## src/hdl/ftx_pkg.sv

```systemverilog
// Package with types and constants of the loop frame pulse transmitter.
`default_nettype none

package ftx_pkg;

  localparam int FrameBits  = 11;
  localparam int TicksW     = 8;
  localparam int PosW       = 4;
  localparam int PhaseW     = 3;
  localparam int CfgIdxW    = 2;
  localparam int QueueDepth = 2;

  typedef logic [FrameBits-1:0] frame_t;
  typedef logic [TicksW-1:0]    ticks_t;
  typedef logic [PosW-1:0]      pos_t;
  typedef logic [PhaseW-1:0]    phase_t;
  typedef logic [CfgIdxW-1:0]   cfg_idx_t;

  // Configuration register indexes.
  localparam cfg_idx_t CFG_PULSE_TICKS = 2'd0;
  localparam cfg_idx_t CFG_GAP_TICKS   = 2'd1;

  localparam ticks_t PulseTicksRst = 8'd18;
  localparam ticks_t GapTicksRst   = 8'd36;

  // The sync bit sends two pulse pairs, every other bit one, then a gap.
  localparam phase_t SyncGapPhase = 3'd4;
  localparam phase_t BitGapPhase  = 3'd2;
  localparam pos_t   LastBitPos   = 4'd10;

  // Head of the frame queue as seen by the back end.
  typedef struct packed {
    logic   valid;
    frame_t frame;
  } q_head_t;

  // A register value of zero is held for one tick.
  function automatic ticks_t held_len(input ticks_t v);
    held_len = (v == '0) ? ticks_t'(1) : v;
  endfunction

endpackage

`default_nettype wire

```

## src/hdl/ftx_if.sv

```systemverilog
// Channel interfaces: frame input and waveform segment output.
`default_nettype none

interface ftx_in_if;
  logic       valid;
  logic       ready;
  logic [2:0] control_bits;
  logic [7:0] data_byte;

  modport source (output valid, output control_bits, output data_byte, input ready);
  modport sink   (input valid, input control_bits, input data_byte, output ready);
endinterface

interface ftx_out_if;
  logic       valid;
  logic       ready;
  logic       line_a;
  logic       line_b;
  logic [7:0] hold_ticks;
  logic [3:0] bit_position;
  logic       last_segment;

  modport source (output valid, output line_a, output line_b, output hold_ticks,
                  output bit_position, output last_segment, input ready);
  modport sink   (input valid, input line_a, input line_b, input hold_ticks,
                  input bit_position, input last_segment, output ready);
endinterface

`default_nettype wire

```

## src/hdl/ftx_queue.sv

```systemverilog
// Front end: accepts frames, packs them into 11-bit words and queues them.
`default_nettype none

module ftx_queue #(
  parameter int DEPTH = ftx_pkg::QueueDepth
) (
  input  wire logic        clk,
  input  wire logic        rst_n,
  ftx_in_if.sink           in_chan,
  output ftx_pkg::q_head_t head,
  input  wire logic        pop
);

  localparam int PtrW = (DEPTH > 1) ? $clog2(DEPTH) : 1;
  localparam int CntW = $clog2(DEPTH + 1);

  ftx_pkg::frame_t entry_r [DEPTH];
  logic [PtrW-1:0] wr_ptr_r, wr_ptr_nxt;
  logic [PtrW-1:0] rd_ptr_r, rd_ptr_nxt;
  logic [CntW-1:0] count_r, count_nxt;
  logic            push;

  assign in_chan.ready = (count_r != CntW'(DEPTH));
  assign push          = in_chan.valid && in_chan.ready;
  assign head.valid    = (count_r != '0);
  assign head.frame    = entry_r[rd_ptr_r];

  always_comb begin
    wr_ptr_nxt = wr_ptr_r;
    rd_ptr_nxt = rd_ptr_r;
    count_nxt  = count_r;
    if (push) begin
      wr_ptr_nxt = (wr_ptr_r == PtrW'(DEPTH - 1)) ? '0 : wr_ptr_r + 1'b1;
    end
    if (pop) begin
      rd_ptr_nxt = (rd_ptr_r == PtrW'(DEPTH - 1)) ? '0 : rd_ptr_r + 1'b1;
    end
    if (push && !pop) begin
      count_nxt = count_r + 1'b1;
    end else if (pop && !push) begin
      count_nxt = count_r - 1'b1;
    end
  end

  always_ff @(posedge clk) begin
    if (!rst_n) begin
      wr_ptr_r <= '0;
      rd_ptr_r <= '0;
      count_r  <= '0;
    end else begin
      wr_ptr_r <= wr_ptr_nxt;
      rd_ptr_r <= rd_ptr_nxt;
      count_r  <= count_nxt;
    end
  end

  always_ff @(posedge clk) begin
    if (push) begin
      entry_r[wr_ptr_r] <= {in_chan.control_bits, in_chan.data_byte};
    end
  end

endmodule

`default_nettype wire

```

## src/hdl/ftx_back.sv

```systemverilog
// Back end: holds the timing registers and steps through the segments of a frame.
`default_nettype none

module ftx_back (
  input  wire logic              clk,
  input  wire logic              rst_n,
  input  wire logic              cfg_we,
  input  wire ftx_pkg::cfg_idx_t cfg_index,
  input  wire ftx_pkg::ticks_t   cfg_wdata,
  input  wire ftx_pkg::q_head_t  head,
  output logic                   pop,
  ftx_out_if.source              out_chan
);

  ftx_pkg::ticks_t pulse_ticks_r;
  ftx_pkg::ticks_t gap_ticks_r;
  ftx_pkg::pos_t   bit_idx_r, bit_idx_nxt;
  ftx_pkg::phase_t phase_r, phase_nxt;
  ftx_pkg::phase_t gap_phase;
  ftx_pkg::pos_t   sel;
  logic            bit_val;
  logic            is_gap;
  logic            is_last;
  logic            emit;

  logic            out_valid_r, out_valid_nxt;
  logic            line_a_r, line_b_r, last_r;
  ftx_pkg::ticks_t hold_r;
  ftx_pkg::pos_t   pos_r;

  // Frame bit 0 (the sync bit) sits in the top position of the packed word.
  assign sel       = ftx_pkg::pos_t'(ftx_pkg::FrameBits - 1) - bit_idx_r;
  assign bit_val   = head.frame[sel];
  assign gap_phase = (bit_idx_r == '0) ? ftx_pkg::SyncGapPhase : ftx_pkg::BitGapPhase;
  assign is_gap    = (phase_r == gap_phase);
  assign is_last   = (bit_idx_r == ftx_pkg::LastBitPos);
  assign emit      = head.valid && (!out_valid_r || out_chan.ready);
  assign pop       = emit && is_gap && is_last;

  always_comb begin
    bit_idx_nxt = bit_idx_r;
    phase_nxt   = phase_r;
    if (emit) begin
      if (is_gap) begin
        phase_nxt   = '0;
        bit_idx_nxt = is_last ? '0 : bit_idx_r + 1'b1;
      end else begin
        phase_nxt = phase_r + 1'b1;
      end
    end
  end

  always_comb begin
    if (emit) begin
      out_valid_nxt = 1'b1;
    end else if (out_chan.ready) begin
      out_valid_nxt = 1'b0;
    end else begin
      out_valid_nxt = out_valid_r;
    end
  end

  always_ff @(posedge clk) begin
    if (!rst_n) begin
      pulse_ticks_r <= ftx_pkg::PulseTicksRst;
      gap_ticks_r   <= ftx_pkg::GapTicksRst;
      bit_idx_r     <= '0;
      phase_r       <= '0;
      out_valid_r   <= 1'b0;
    end else begin
      if (cfg_we) begin
        case (cfg_index)
          ftx_pkg::CFG_PULSE_TICKS: pulse_ticks_r <= cfg_wdata;
          ftx_pkg::CFG_GAP_TICKS:   gap_ticks_r   <= cfg_wdata;
          default: ;
        endcase
      end
      bit_idx_r   <= bit_idx_nxt;
      phase_r     <= phase_nxt;
      out_valid_r <= out_valid_nxt;
    end
  end

  // Even pulse phases drive the bit's first line, odd phases the other one.
  always_ff @(posedge clk) begin
    if (emit) begin
      pos_r  <= bit_idx_r;
      last_r <= is_gap && is_last;
      if (is_gap) begin
        line_a_r <= 1'b0;
        line_b_r <= 1'b0;
        hold_r   <= ftx_pkg::held_len(gap_ticks_r);
      end else begin
        line_a_r <= bit_val ^ phase_r[0];
        line_b_r <= ~(bit_val ^ phase_r[0]);
        hold_r   <= ftx_pkg::held_len(pulse_ticks_r);
      end
    end
  end

  assign out_chan.valid        = out_valid_r;
  assign out_chan.line_a       = line_a_r;
  assign out_chan.line_b       = line_b_r;
  assign out_chan.hold_ticks   = hold_r;
  assign out_chan.bit_position = pos_r;
  assign out_chan.last_segment = last_r;

endmodule

`default_nettype wire

```

## src/hdl/loop_frame_pulse_transmitter_top.sv

```systemverilog
// Top level of the loop frame pulse transmitter.
//
// The input channel in_chan takes one 11-bit loop frame per transaction:
// control_bits (bit 2 is the sync bit) and data_byte (sent MSB first).
// The output channel out_chan delivers 35 waveform segments per frame, each
// giving the levels of lines A and B, how many ticks they are held, the
// frame bit position and a flag on the final gap segment.
// The first segment of a frame is registered on out_chan after the frame is
// written into the queue. The back-end sequencer emits one segment per cycle
// while a frame is queued and the receiver is ready; it sets the throughput.
// A two-entry frame queue sits between input and sequencer, so new frames
// are taken while the previous one is still being sent.
// The cfg port writes pulse_ticks (index 0) and gap_ticks (index 1); a value
// of zero is held as one tick. Write them only while the block is idle.
// Reset (rst_n low, synchronous) empties the queue, drops any pending
// segment and loads pulse_ticks = 18 and gap_ticks = 36.
// When the receiver stalls, the current segment stays on out_chan unchanged
// and the sequencer waits; the queue fills and then in_chan.ready drops.
`default_nettype none

module loop_frame_pulse_transmitter_top #(
  parameter int QUEUE_DEPTH = ftx_pkg::QueueDepth
) (
  input  wire logic              clk,
  input  wire logic              rst_n,
  ftx_in_if.sink                 in_chan,
  ftx_out_if.source              out_chan,
  input  wire logic              cfg_we,
  input  wire ftx_pkg::cfg_idx_t cfg_index,
  input  wire ftx_pkg::ticks_t   cfg_wdata
);

  ftx_pkg::q_head_t head;
  logic             pop;

  ftx_queue #(
    .DEPTH(QUEUE_DEPTH)
  ) u_queue (
    .clk    (clk),
    .rst_n  (rst_n),
    .in_chan(in_chan),
    .head   (head),
    .pop    (pop)
  );

  ftx_back u_back (
    .clk      (clk),
    .rst_n    (rst_n),
    .cfg_we   (cfg_we),
    .cfg_index(cfg_index),
    .cfg_wdata(cfg_wdata),
    .head     (head),
    .pop      (pop),
    .out_chan (out_chan)
  );

endmodule

`default_nettype wire

```

## src/flat_wrapper.sv

```systemverilog
// flat-port wrapper written by rule: the top's interface ports become plain ports
module loop_frame_pulse_transmitter_top_flat 
#(
  parameter int QUEUE_DEPTH = ftx_pkg::QueueDepth
)
  (clk, rst_n, cfg_we, cfg_index, cfg_wdata, in_chan_valid, in_chan_control_bits, in_chan_data_byte, in_chan_ready, out_chan_valid, out_chan_line_a, out_chan_line_b, out_chan_hold_ticks, out_chan_bit_position, out_chan_last_segment, out_chan_ready);
  ftx_in_if in_chan_i ();
  ftx_out_if out_chan_i ();
  input  wire logic clk;
  input  wire logic rst_n;
  input  wire logic cfg_we;
  input  wire ftx_pkg::cfg_idx_t cfg_index;
  input  wire ftx_pkg::ticks_t cfg_wdata;
  input wire logic [$bits(in_chan_i.valid)-1:0] in_chan_valid;
  input wire logic [$bits(in_chan_i.control_bits)-1:0] in_chan_control_bits;
  input wire logic [$bits(in_chan_i.data_byte)-1:0] in_chan_data_byte;
  output wire logic [$bits(in_chan_i.ready)-1:0] in_chan_ready;
  output wire logic [$bits(out_chan_i.valid)-1:0] out_chan_valid;
  output wire logic [$bits(out_chan_i.line_a)-1:0] out_chan_line_a;
  output wire logic [$bits(out_chan_i.line_b)-1:0] out_chan_line_b;
  output wire logic [$bits(out_chan_i.hold_ticks)-1:0] out_chan_hold_ticks;
  output wire logic [$bits(out_chan_i.bit_position)-1:0] out_chan_bit_position;
  output wire logic [$bits(out_chan_i.last_segment)-1:0] out_chan_last_segment;
  input wire logic [$bits(out_chan_i.ready)-1:0] out_chan_ready;
  assign in_chan_i.valid = in_chan_valid;
  assign in_chan_i.control_bits = in_chan_control_bits;
  assign in_chan_i.data_byte = in_chan_data_byte;
  assign in_chan_ready = in_chan_i.ready;
  assign out_chan_valid = out_chan_i.valid;
  assign out_chan_line_a = out_chan_i.line_a;
  assign out_chan_line_b = out_chan_i.line_b;
  assign out_chan_hold_ticks = out_chan_i.hold_ticks;
  assign out_chan_bit_position = out_chan_i.bit_position;
  assign out_chan_last_segment = out_chan_i.last_segment;
  assign out_chan_i.ready = out_chan_ready;
  loop_frame_pulse_transmitter_top #(.QUEUE_DEPTH(QUEUE_DEPTH)) u_core (.clk(clk), .rst_n(rst_n), .in_chan(in_chan_i), .out_chan(out_chan_i), .cfg_we(cfg_we), .cfg_index(cfg_index), .cfg_wdata(cfg_wdata));
endmodule
```

## config.mk

```make
export PLATFORM = sky130hd
export DESIGN_NAME = loop_frame_pulse_transmitter_top_flat
export DESIGN_NICKNAME = d
export VERILOG_FILES = /design/src/hdl/ftx_pkg.sv /design/src/hdl/ftx_if.sv /design/src/hdl/ftx_queue.sv /design/src/hdl/ftx_back.sv /design/src/hdl/loop_frame_pulse_transmitter_top.sv /design/src/flat_wrapper.sv
export SDC_FILE = /design/constraint.sdc
export NUM_CORES = 1
export LEC_CHECK = 0
export BUFFER_PORTS_ARGS = -buffer_cell sky130_fd_sc_hd__buf_2
export CORE_ASPECT_RATIO = 0.5
export CORE_MARGIN = 4
export CORE_UTILIZATION = 45
export DETAILED_ROUTE_END_ITERATION = 12
export GPL_TIMING_DRIVEN = 0
export PLACE_DENSITY = 0.66
export RECOVER_POWER = 50
export SKIP_LAST_GASP = 1
export SYNTH_ARGS = -nofsm -noshare
export SYNTH_HDL_FRONTEND = slang
export SYNTH_SLANG_ARGS = --single-unit
```

## constraint.sdc

```tcl
create_clock -name clk -period 2.5 [get_ports clk]
set_input_delay 0.25 -clock clk [delete_from_list [all_inputs] [get_ports clk]]
set_output_delay 0.25 -clock clk [all_outputs]
set_load 0.02 [all_outputs]
```

Word-level counts from Yosys, hierarchy flattened --
Memories as Yosys holds them, arrays and structs flattened. A register that Yosys moved wholly into a read port is not among the register bits. Cells that the tools add are included.
Storage, ports and cells: register bits 43, bits in writable memories 22, bits of input ports 26, memories 1
Memory list:
- u_core.u_queue.entry_r | words 2, width 11, read ports 1, clocked after memory_dff 1, wr ports 1, line ftx_queue.sv:17 | ftx_pkg::frame_t entry_r [DEPTH];
Cells by class: $add $sub $neg 7, $lt $le $gt $ge 1, equal/unequal tests 4, multiplexer cells 18, bitwise operators 2, reductions and logical operators 21
Operators with widths (number):
- $mux 8 | 3
- $logic_not 8->1 | 2
- $mux 1 | 9
- $logic_and 1x1->1 | 7
- $mux 3 | 2
- $reduce_and 2->1 | 3
- $reduce_bool 2->1 | 3
- $lt 4x5->1 const B | 1
- $add 4x1->4 const B | 1
- $bmux 1 s4 | 1
- $eq 4x4->1 const B | 1
- $logic_not 4->1 | 1
- $mux 2 | 2
- $mux 4 | 1
- $sub 4x4->4 const A | 1
- $add 3x1->3 const B | 1
- $eq 3x3->1 | 1
- $logic_not 1->1 | 3
- $add 1x1->1 const B | 2
- $add 2x1->2 const B | 1
- $eq 2x1->1 const B | 1
- $logic_not 2->1 | 1
- $ne 2x2->1 const B | 1
- $sub 2x1->2 const B | 1
- 3 further kinds | 3

Logic depth before layout (Yosys ltp) --
Gate-level depths: netlist of run 1.
depth after elaboration 8, gate-level depth with buffers 11, gate-level depth less buffers 10

Modules after synthesis --
From an unflattened synthesis of run 1, not the netlist that was laid out.
Unflattened totals: cell total of the unflattened synthesis 213, area total of the unflattened synthesis 2855.2 um2
By module, submodules not included:
- ftx_back | instances 1, cells each 155, area each 1824.2 um2, seq. area each 930.9 um2
- ftx_queue | instances 1, cells each 58, area each 1031.0 um2, seq. area each 760.7 um2

Worst setup path before layout of run 1 --
OpenSTA, ideal clock, no wires.
path kind register -> register, from register u_core.u_back.bit_idx_r[0], to register u_core.u_queue.count_r[1], arrival time 2.326 ns, required time 2.424 ns, slack 0.098 ns, stages on the path, launching flop included 11, path buffers 1, period minus slack after synthesis 2.402 ns, path through dfxtp_1 buf_2 inv_1 ha_1 nor3b_4 mux2i_4 nor4_4 inv_1 ha_1 or3_1 a21boi_0
On the way: longest elaborated chain between the ends 8, elaborated cells on any way between the ends 11, those cells by class eq/ne (2); mux (2); reduce/logical (7)
RTL lines:
- start, declared | line ftx_back.sv:17 | ftx_pkg::pos_t bit_idx_r, bit_idx_nxt;
- start signal, assigned | line ftx_back.sv:78 | bit_idx_r <= bit_idx_nxt;
- $logic_not 4->1 | line ftx_back.sv:34 | assign gap_phase = (bit_idx_r == '0) ? ftx_pkg::SyncGapPhase : ftx_pkg::BitGapPhase;
- $mux 3 | line ftx_back.sv:34
- $eq 3x3->1 | line ftx_back.sv:35 | assign is_gap = (phase_r == gap_phase);
- $logic_and 1x1->1 | line ftx_back.sv:38 | assign pop = emit && is_gap && is_last;
- $logic_and 1x1->1 * | line ftx_back.sv:38
- $logic_not 1->1 | line ftx_queue.sv:38 | if (push && !pop) begin
- $logic_and 1x1->1 | line ftx_queue.sv:38
- $mux 2 / $reduce_bool 2->1 (equally long branches)
- end signal, assigned | line ftx_queue.sv:53 | count_r <= count_nxt;
- end, declared | line ftx_queue.sv:20 | logic [CntW-1:0] count_r, count_nxt;
Every way passes the cells marked *; elsewhere a longest branch is shown, timed or not. A chain may end at the register's enable or synchronous reset.

Worst setup path after layout of run 1 --
Ends and elaborated chain as after synthesis.

==> key figures, run 1 <==
STA
  – F_max: 0.419 GHz
  – Min Hold Slack: 120 ps
  – Clock Skews: 5.14 ps
  – Fin crit period: 2390 ps
  – Slew Limit Fails: 0
  – Slew HR: 31.9%
  – Setup violators final: 0
  – Final hold violations: 0
  – RSZ-0062 raised after global routing: no
  – Period utilisation layout: 95.5%
  – Final worst slack: 113 ps
  – Worst Tran Pin Value: 1020 ps

Synth
  – Cells after Synth: 214
  – Synth area leader: edfxtp_1
  – Post-synth EDFFs: 37
  – Synth cell types: 46
  – Syn Nets: 246
  – Share of flip-flops with an asynchronous set or reset: 0%
  – Top cells by area, synth: edfxtp_1 39%, dfxtp_1 20%, mux2i_1 9.1%
  – Synth top cells by count: 37 x edfxtp_1, 29 x dfxtp_1, 26 x mux2i_1
  – Area fraction of the dominant cell type after synthesis: 39.0%
  – Post-synth top flop: edfxtp_1
  – Sequential-to-total area share from yosys stat: 59.4%
  – Mapped Area: 2850 sq um
  – Syn Area/Cell: 13.3 sq um
  – Most instantiated library cell after synthesis: edfxtp_1
  – Yosys reg bits: 66
  – Yosys warnings: 0

GRT
  – Initial antenna violation count: 0
  – First-pass GRT wire length: 9410 um
  – Largest net degree at the start of global routing: 19
  – Vias in the first global route: 1960
  – GRT Overall Usage: 15.8%
  – Overflow left after global routing: 0

Cells and area
  – Fill cell total of the finished layout: 567
  – Area growth, synth to finish: 21.7%
  – Number of diodes: 0
  – Share of layout cells above drive strength 1: 22.4%
  – NumNets Final: 304

Route
  – Detailed-route via count: 1772
  – ANT nets after route: 0
  – DR WL/cell: 14.7 um
  – Met1 WL: 2440 um
  – Avg Vias per Cell: 4.85
  – Iteration-0 DRC Markers: 48
  – DR top layer: met4
  – DRC violations left: 0
  – Met3 wire length: 301 um
  – Met2 Routed Length: 2570 um
  – Drt pass-1 iters: 4
  – Total routed wirelength: 5360 um

Clocking
  – H-Tree Level Count: 3
  – Clock-pin transition on the worst setup and hold timing paths: 50 ps
  – TritonCTS clock tree: yes
  – Clock Latency Late Sink: 320 ps
  – Maximum clock path buffer count: 2
  – CTS root buffer: clkbuf_16
  – CTS sink cnt: 66
  – Num CTS Buffers: 9

Placed design
  – RD Place Congestion: 0.796
  – Number of port buffers: 42
  – DP HPWL: 3630 um
  – Dpl ws: -236 ps

Floorplan
  – Die area: 7740 sq um
  – Die width: 120 um
  – Die H: 64.2 um
  – Row count: 20
  – Area of the core: 6110 sq um
  – Initial Utilization: 46.6%
  – Ports: 43

Worst setup path
  – Critical Path RT: 2760 ps
  – Crit end category: flip-flop
  – R2r setup slk: 110 ps
  – Crit path kind: reg2reg
  – CP max stage delay: 380 ps
  – Startpoint class of the critical path: flip-flop
  – Reg2Reg Depth: 11
  – Worst path slowest cell: or3_1
  – Worst EP arrival: 2640 ps
  – Crit-path max FO: 6
  – Reg2reg start: u_core.u_back.bit_idx_r[0]
  – Reg2Reg Capture Point: u_core.u_queue.count_r[1]
  – Crit-path cells: buf_6, inv_2, ha_2, nor3b_4, mux2i_4, nor4_4, inv_1, ha_4, xor2_1, or3_1, a21boi_1

Power
  – PD cells: 792 nW/um^2
  – Final Power: 0.00274 W
  – Leak: 1.26 nW
  – Max IR drop VDD: 0.299 mV

Min path
  – Hold Path Stages: 1
  – Hold wc startpoint: in_chan_data_byte[0]
  – Hold EP: u_core.u_queue.entry_r[1][0]
  – Worst hold path class: in2reg

Job
  – Max-cap violations: 0

Status
  – Run status: complete, no violations
where the power goes:
| group | internal [W] | switching (W) | total (W) |
|---|---|---|---|
| registers | 0.00127 | 0.0000406 | 0.00131 |
| logic | 0.000112 | 0.000220 | 0.000332 |
| clock network | 0.000692 | 0.000412 | 0.00110 |
how the worst max path moves through the flow:
| stage | startpoint | depth (start not counted) | to |
|---|---|---|---|
| after CTS | u_core.u_back.bit_idx_r[0] | 10 | u_core.u_queue.count_r[1] |
| after global placement | u_core.u_back.bit_idx_r[0] | 10 | u_core.u_queue.count_r[1] |
| final | u_core.u_back.bit_idx_r[0] | 11 | u_core.u_queue.count_r[1] |
| after detailed placement | u_core.u_back.bit_idx_r[0] | 10 | u_core.u_queue.count_r[1] |
| after floorplan | u_core.u_back.bit_idx_r[0] | 10 | u_core.u_queue.count_r[1] |
| after global routing | u_core.u_back.bit_idx_r[0] | 11 | u_core.u_queue.count_r[1] |
final cells by class:
type                       instances  area (sq um)  area share, %
clock buffer                      13           250           7.23
multi-input combinational        135          1110           32.2
clock inverter                     3          15.0          0.434
sequential                        66          1700           49.0
timing repair buffer              47           215           6.21
inverter                           5          18.8          0.542
tap                               88           110           3.18
buffer                             8          42.5           1.23
state kept, by name, indices dropped and copies added, names as in the netlist, 2 cells and up, named ones only:
register	flops
u_core.u_back.pulse_ticks_r	8
u_core.u_queue.count_r	2
u_core.u_back.phase_r	3
u_core.u_back.out_chan.bit_position	4
u_core.u_back.out_chan.hold_ticks	8
u_core.u_queue.entry_r	22
u_core.u_back.bit_idx_r	4
u_core.u_back.gap_ticks_r	8
routing by layer:
layer  vias to the layer above  track usage (%)
met5                         -                0
met4                         0             3.81
met3                         7             7.07
met2                        30             25.8
met1                       837             19.4
li1                        898                -
timing repair:
item,CTS,global route
hold buffers,0,0
pin swaps,1,3
buffers inserted,1,4
gates cloned,0,0
resized for setup,3,6
hold endpoints to repair,0,0
endpoints found under the setup margin,4,3
metrics by stage:
step	instances	TNS, ps	area (sq um)	util [%]
floorplan	214	0	2850	-
global placement	344	-239	3170	51.9
detailed placement	344	-420	3170	51.9
CTS	361	0	3450	56.5
global route	365	0	3460	56.7
finish	365	0	3460	56.7
critical path, delay by kind of cell (launching register included):
kind	cells	cell delay, ps
simple gates	3	860
buf+inv	3	290
mux	1	210
compound gates	1	130
fa+ha+maj	2	360
xor+xnor	1	140
flops	1	340
cell usage in the layout, fill, tap and decap left out, types with 2 or more instances in the layout:
cell type / count
mux2i_1: 26
xor2_1: 3
nor3_1: 3
a22oi_1: 2
ha_1: 4
inv_1: 4
nor2_1: 9
xnor2_1: 5
buf_2: 20
clkbuf_1: 31
nand4_1: 2
dfxtp_1: 27
nor2b_1: 19
nand3_1: 3
mux2_2: 9
clkbuf_16: 9
nand2b_1: 2
o21a_1: 2
nor4_1: 2
nand3b_1: 2
nand2_1: 7
clkinv_2: 3
and2_1: 4
a21oi_1: 5
edfxtp_1: 37
buf_4: 5
a21boi_0: 3
logic make-up after synthesis:
group / after synthesis / synth area share [%]
flip-flops: 66 / 59.4
adder cells (fa/ha/maj): 6 / 2.64
XOR/XNOR: 8 / 2.46
AND/OR/NAND/NOR: 65 / 14.7
multiplexers: 37 / 14.3
AO/OA/AOI/OAI: 19 / 4.57
buffers and inverters: 13 / 1.93
Note: power is estimated with default switching activity, not from simulation.
==> inputs of run 2 (changes only) <==
- ABC_AREA: unset -> 1
==> key figures, run 2 <==
Synth
  – Post-synth top flop: edfxtp_1
  – Adder-Cell Fraction of Synth Area: 2.63% (-0.0081 points)
  – Most instantiated library cell after synthesis: nand2_1
  – Synth Area in Compound Gates: 6.92% (+2.4 points)
  – Top cells by area, synth: edfxtp_1 39%, dfxtp_1 20%, nand2_1 8.3%
  – Synth top cells by count: 63 x nand2_1, 40 x nor2_1, 37 x edfxtp_1
  – Yosys warnings: 0 (unchanged)
  – Largest family of logic cells by synthesized area: simple AND/OR/NAND/NOR gates
  – Synth cell types: 33 (-28%)
  – Yosys reg bits: 66 (unchanged)
  – Mapped Area: 2860 sq um (+0.31%)
  – Cells after Synth: 302 (+41%)
  – Mux cell area share after synthesis: 0% (-14 points)
  – Syn Area/Cell: 9.45 sq um (-29%)
  – Xor/xnor share of the synthesized area: 1.53% (-0.93 points)
  – Syn Nets: 334 (+36%)
  – Sequential-to-total area share from yosys stat: 59.2% (-0.18 points)
  – Share of flip-flops with an asynchronous set or reset: 0% (unchanged)
  – Area fraction of the dominant cell type after synthesis: 38.9% (-0.12 points)
  – Synth area leader: edfxtp_1
  – Post-synth EDFFs: 37 (unchanged)
  – Simple-gate share of the synthesized area: 23.0% (+8.4 points)

Worst setup path
  – Reg2Reg Capture Point: u_core.u_queue.count_r[1]
  – Reg2Reg Depth: 12 (+1)
  – Crit end category: flip-flop
  – Worst EP arrival: 2460 ps (-180 ps)
  – CP top delay family: adder cells
  – Reg2reg start: u_core.u_back.bit_idx_r[0]
  – CP max stage delay: 360 ps (-20 ps)
  – Worst Path Buf+Inv: 2 (-1)
  – Critical Path RT: 2700 ps (-60 ps)
  – Crit-path cells: buf_6, clkinvlp_4, ha_1, nand4_2, nand3_4, nor2_4, nand2_2, ha_1, a21oi_1, o21ai_1, o21ai_1, a21oi_1
  – R2r setup slk: 240 ps (+130 ps)
  – Crit path kind: reg2reg
  – Worst path slowest cell: dfxtp_2
  – Startpoint class of the critical path: flip-flop
  – Crit-path max FO: 8 (+2)

STA
  – Slew Limit Fails: 0 (unchanged)
  – Worst Tran Pin Value: 1070 ps (+54.2 ps)
  – Setup violators final: 0 (unchanged)
  – Slew HR: 28.3% (-3.6 points)
  – F_max: 0.443 GHz (+5.9%)
  – Min Hold Slack: 117 ps (-3.10 ps)
  – RSZ-0062 raised after global routing: no
  – Fin crit period: 2260 ps (-132 ps)
  – Setup Total Neg Slack: 0 ps (unchanged)
  – Clock Skews: 3.70 ps (-1.43 ps)
  – Period utilisation layout: 90.2% (-5.3 points)
  – Final worst slack: 245 ps (+132 ps)
  – Final hold violations: 0 (unchanged)

GRT
  – First-pass GRT wire length: 9390 um (-0.22%)
  – GR met2 Demand/Resource: 25.8% (unchanged)
  – GRT Overall Usage: 15.7% (-0.11 points)
  – Largest net degree at the start of global routing: 21 (+2)
  – Initial antenna violation count: 0 (unchanged)
  – GR Util met3: 6.01% (-1.1 points)
  – Vias in the first global route: 2096 (+6.9%)
  – Global routing's busiest layer: met2
  – Overflow left after global routing: 0 (unchanged)
  – Met1 usage: 18.5% (-0.85 points)

Min path
  – Hold wc startpoint: in_chan_data_byte[7]
  – Worst hold path class: in2reg
  – Hold EP: u_core.u_queue.entry_r[1][7]
  – Hold Path Stages: 1 (unchanged)

Cells and area
  – Finished Cell Area: 3440 sq um (-0.79%)
  – Commonest non-fill, non-tap cell in the layout: nand2_1
  – NumNets Final: 389 (+28%)
  – Area growth, synth to finish: 20.3%
  – Post-Layout Cell Count: 450 (+23%)
  – Largest register by flop count: u_core.u_queue.entry_r
  – Number of diodes: 0 (unchanged)
  – Largest register FFs: 22 (unchanged)
  – Share of layout cells above drive strength 1: 14.4% (-8.0 points)
  – Leading cell types in the layout, fill and taps excluded: 63 x nand2_1, 40 x nor2_1, 37 x edfxtp_1

Placed design
  – Cell Area, Placed: 3180 sq um (+0.28%)
  – DP HPWL: 3990 um (+10%)
  – Dpl ws: 119 ps (+355 ps)
  – Dpl cells: 432 (+26%)
  – Number of port buffers: 42 (unchanged)
  – RD Place Congestion: 0.808 (+1.5%)

Power
  – Max IR drop VDD: 0.390 mV (+30%)
  – Leak: 1.43 nW (+14%)
  – PD cells: 877 nW/um^2 (+11%)

Status
  – Run status: complete, no violations

Clocking
  – H-Tree Level Count: 3 (unchanged)
  – CTS root buffer: clkbuf_16
  – TritonCTS clock tree: yes
  – Clock-pin transition on the worst setup and hold timing paths: 50 ps (about the same)
  – CTS sink cnt: 66 (unchanged)
  – Num CTS Buffers: 9 (unchanged)
  – Maximum clock path buffer count: 2 (unchanged)
  – Clock Latency Late Sink: 320 ps (about the same)
  – Cts-stage hold buffer count: 0 (unchanged)

Route
  – Drt pass-1 iters: 4 (unchanged)
  – Avg Vias per Cell: 4.81 (-0.85%)
  – ANT nets after route: 0 (unchanged)
  – Total routed wirelength: 5560 um (+3.7%)
  – Iteration-0 DRC Markers: 95 (+98%)
  – DRC violations left: 0 (unchanged)
  – Detailed-route via count: 2166 (+22%)
  – DR WL/cell: 12.4 um (-16%)

Job
  – Max-cap violations: 0 (unchanged)

Floorplan
  – Die width: 121 um (+0.15%)
  – Initial Utilization: 46.8% (+0.14 points)
  – Area of the core: 6110 sq um (unchanged)
  – Ports: 43 (unchanged)
  – Die area: 7760 sq um (+0.28%)
  – Row count: 20 (unchanged)
  – Die H: 64.3 um (+0.13%)
[run 2: cell types whose count changed in the layout (fill, tap and decap cells not counted), sizes merged, moves of 9 or more]
cell	previous run	this run
nand2	7	65
inv	5	37
nor2	10	42
mux2i	27	0
nand3	3	26
o21ai	1	22
nor2b	19	0
mux2	9	0
[run 2: power breakdown]
part | total, W | leakage [nW] | internal [W] | switching (W)
logic | 0.000541 | 0.711 | 0.000165 | 0.000376
registers | 0.00134 | 0.587 | 0.00130 | 0.0000463
clock network | 0.00113 | 0.131 | 0.000726 | 0.000403
total | 0.00301 | 1.43 | 0.00219 | 0.000825
[run 2: cells by family after synthesis]
logic type,count (synthesis)
xor+xnor,5
compound gates,34
fa+ha+maj,6
buf+inv,45
simple gates,146
flops,66
[run 2: worst reg2reg max path: cells and delay by family (launching register included)]
family / cells / cell delay (ps)
flops: 1 / 360
simple gates: 4 / 460
buf+inv: 2 / 280
compound gates: 4 / 450
fa+ha+maj: 2 / 590
[run 2: metal layers]
layer / routed length, um / part of all wire [%]
met5: 0 / 0
met4: 93 / 1.7
met3: 321 / 5.8
met2: 2650 / 48
met1: 2500 / 45
[run 2: cell type report]
class	count	area, sq um
plain buffers	6	42.5
clock buffers	16	272
fillers	578	2670
inverters	39	150
multi-input cells	191	975
flip-flops and latches	66	1690
well taps	88	110
repair buffers	44	194
[run 2: timing repair]
item	in CTS	in global routing
setup endpoints to repair	0	1
resized for setup	0	4
buffers inserted	0	2
[run 2: worst max-delay path by stage]
| stage | startpoint | slack (ps) | cells past startpoint | to |
|---|---|---|---|---|
| CTS | u_core.u_back.bit_idx_r[0] | 30 | 13 | u_core.u_queue.count_r[1] |
| global route | u_core.u_back.bit_idx_r[0] | 10 | 12 | u_core.u_queue.count_r[1] |
| finish | u_core.u_back.bit_idx_r[0] | 240 | 12 | u_core.u_queue.count_r[1] |
| detailed placement | u_core.u_back.bit_idx_r[0] | 120 | 13 | u_core.u_queue.count_r[1] |
| global placement | u_core.u_back.bit_idx_r[0] | 160 | 13 | u_core.u_queue.count_r[1] |
| floorplan | u_core.u_back.bit_idx_r[0] | 410 | 13 | u_core.u_queue.count_r[1] |
[run 2: metrics by stage]
step	power (W)	util, %
finish	0.00301	56.3
global route	0.00318	56.3
CTS	0.00306	56.5
detailed placement	0.00192	52.0
global placement	0.00190	52.0
floorplan	0.00175	-
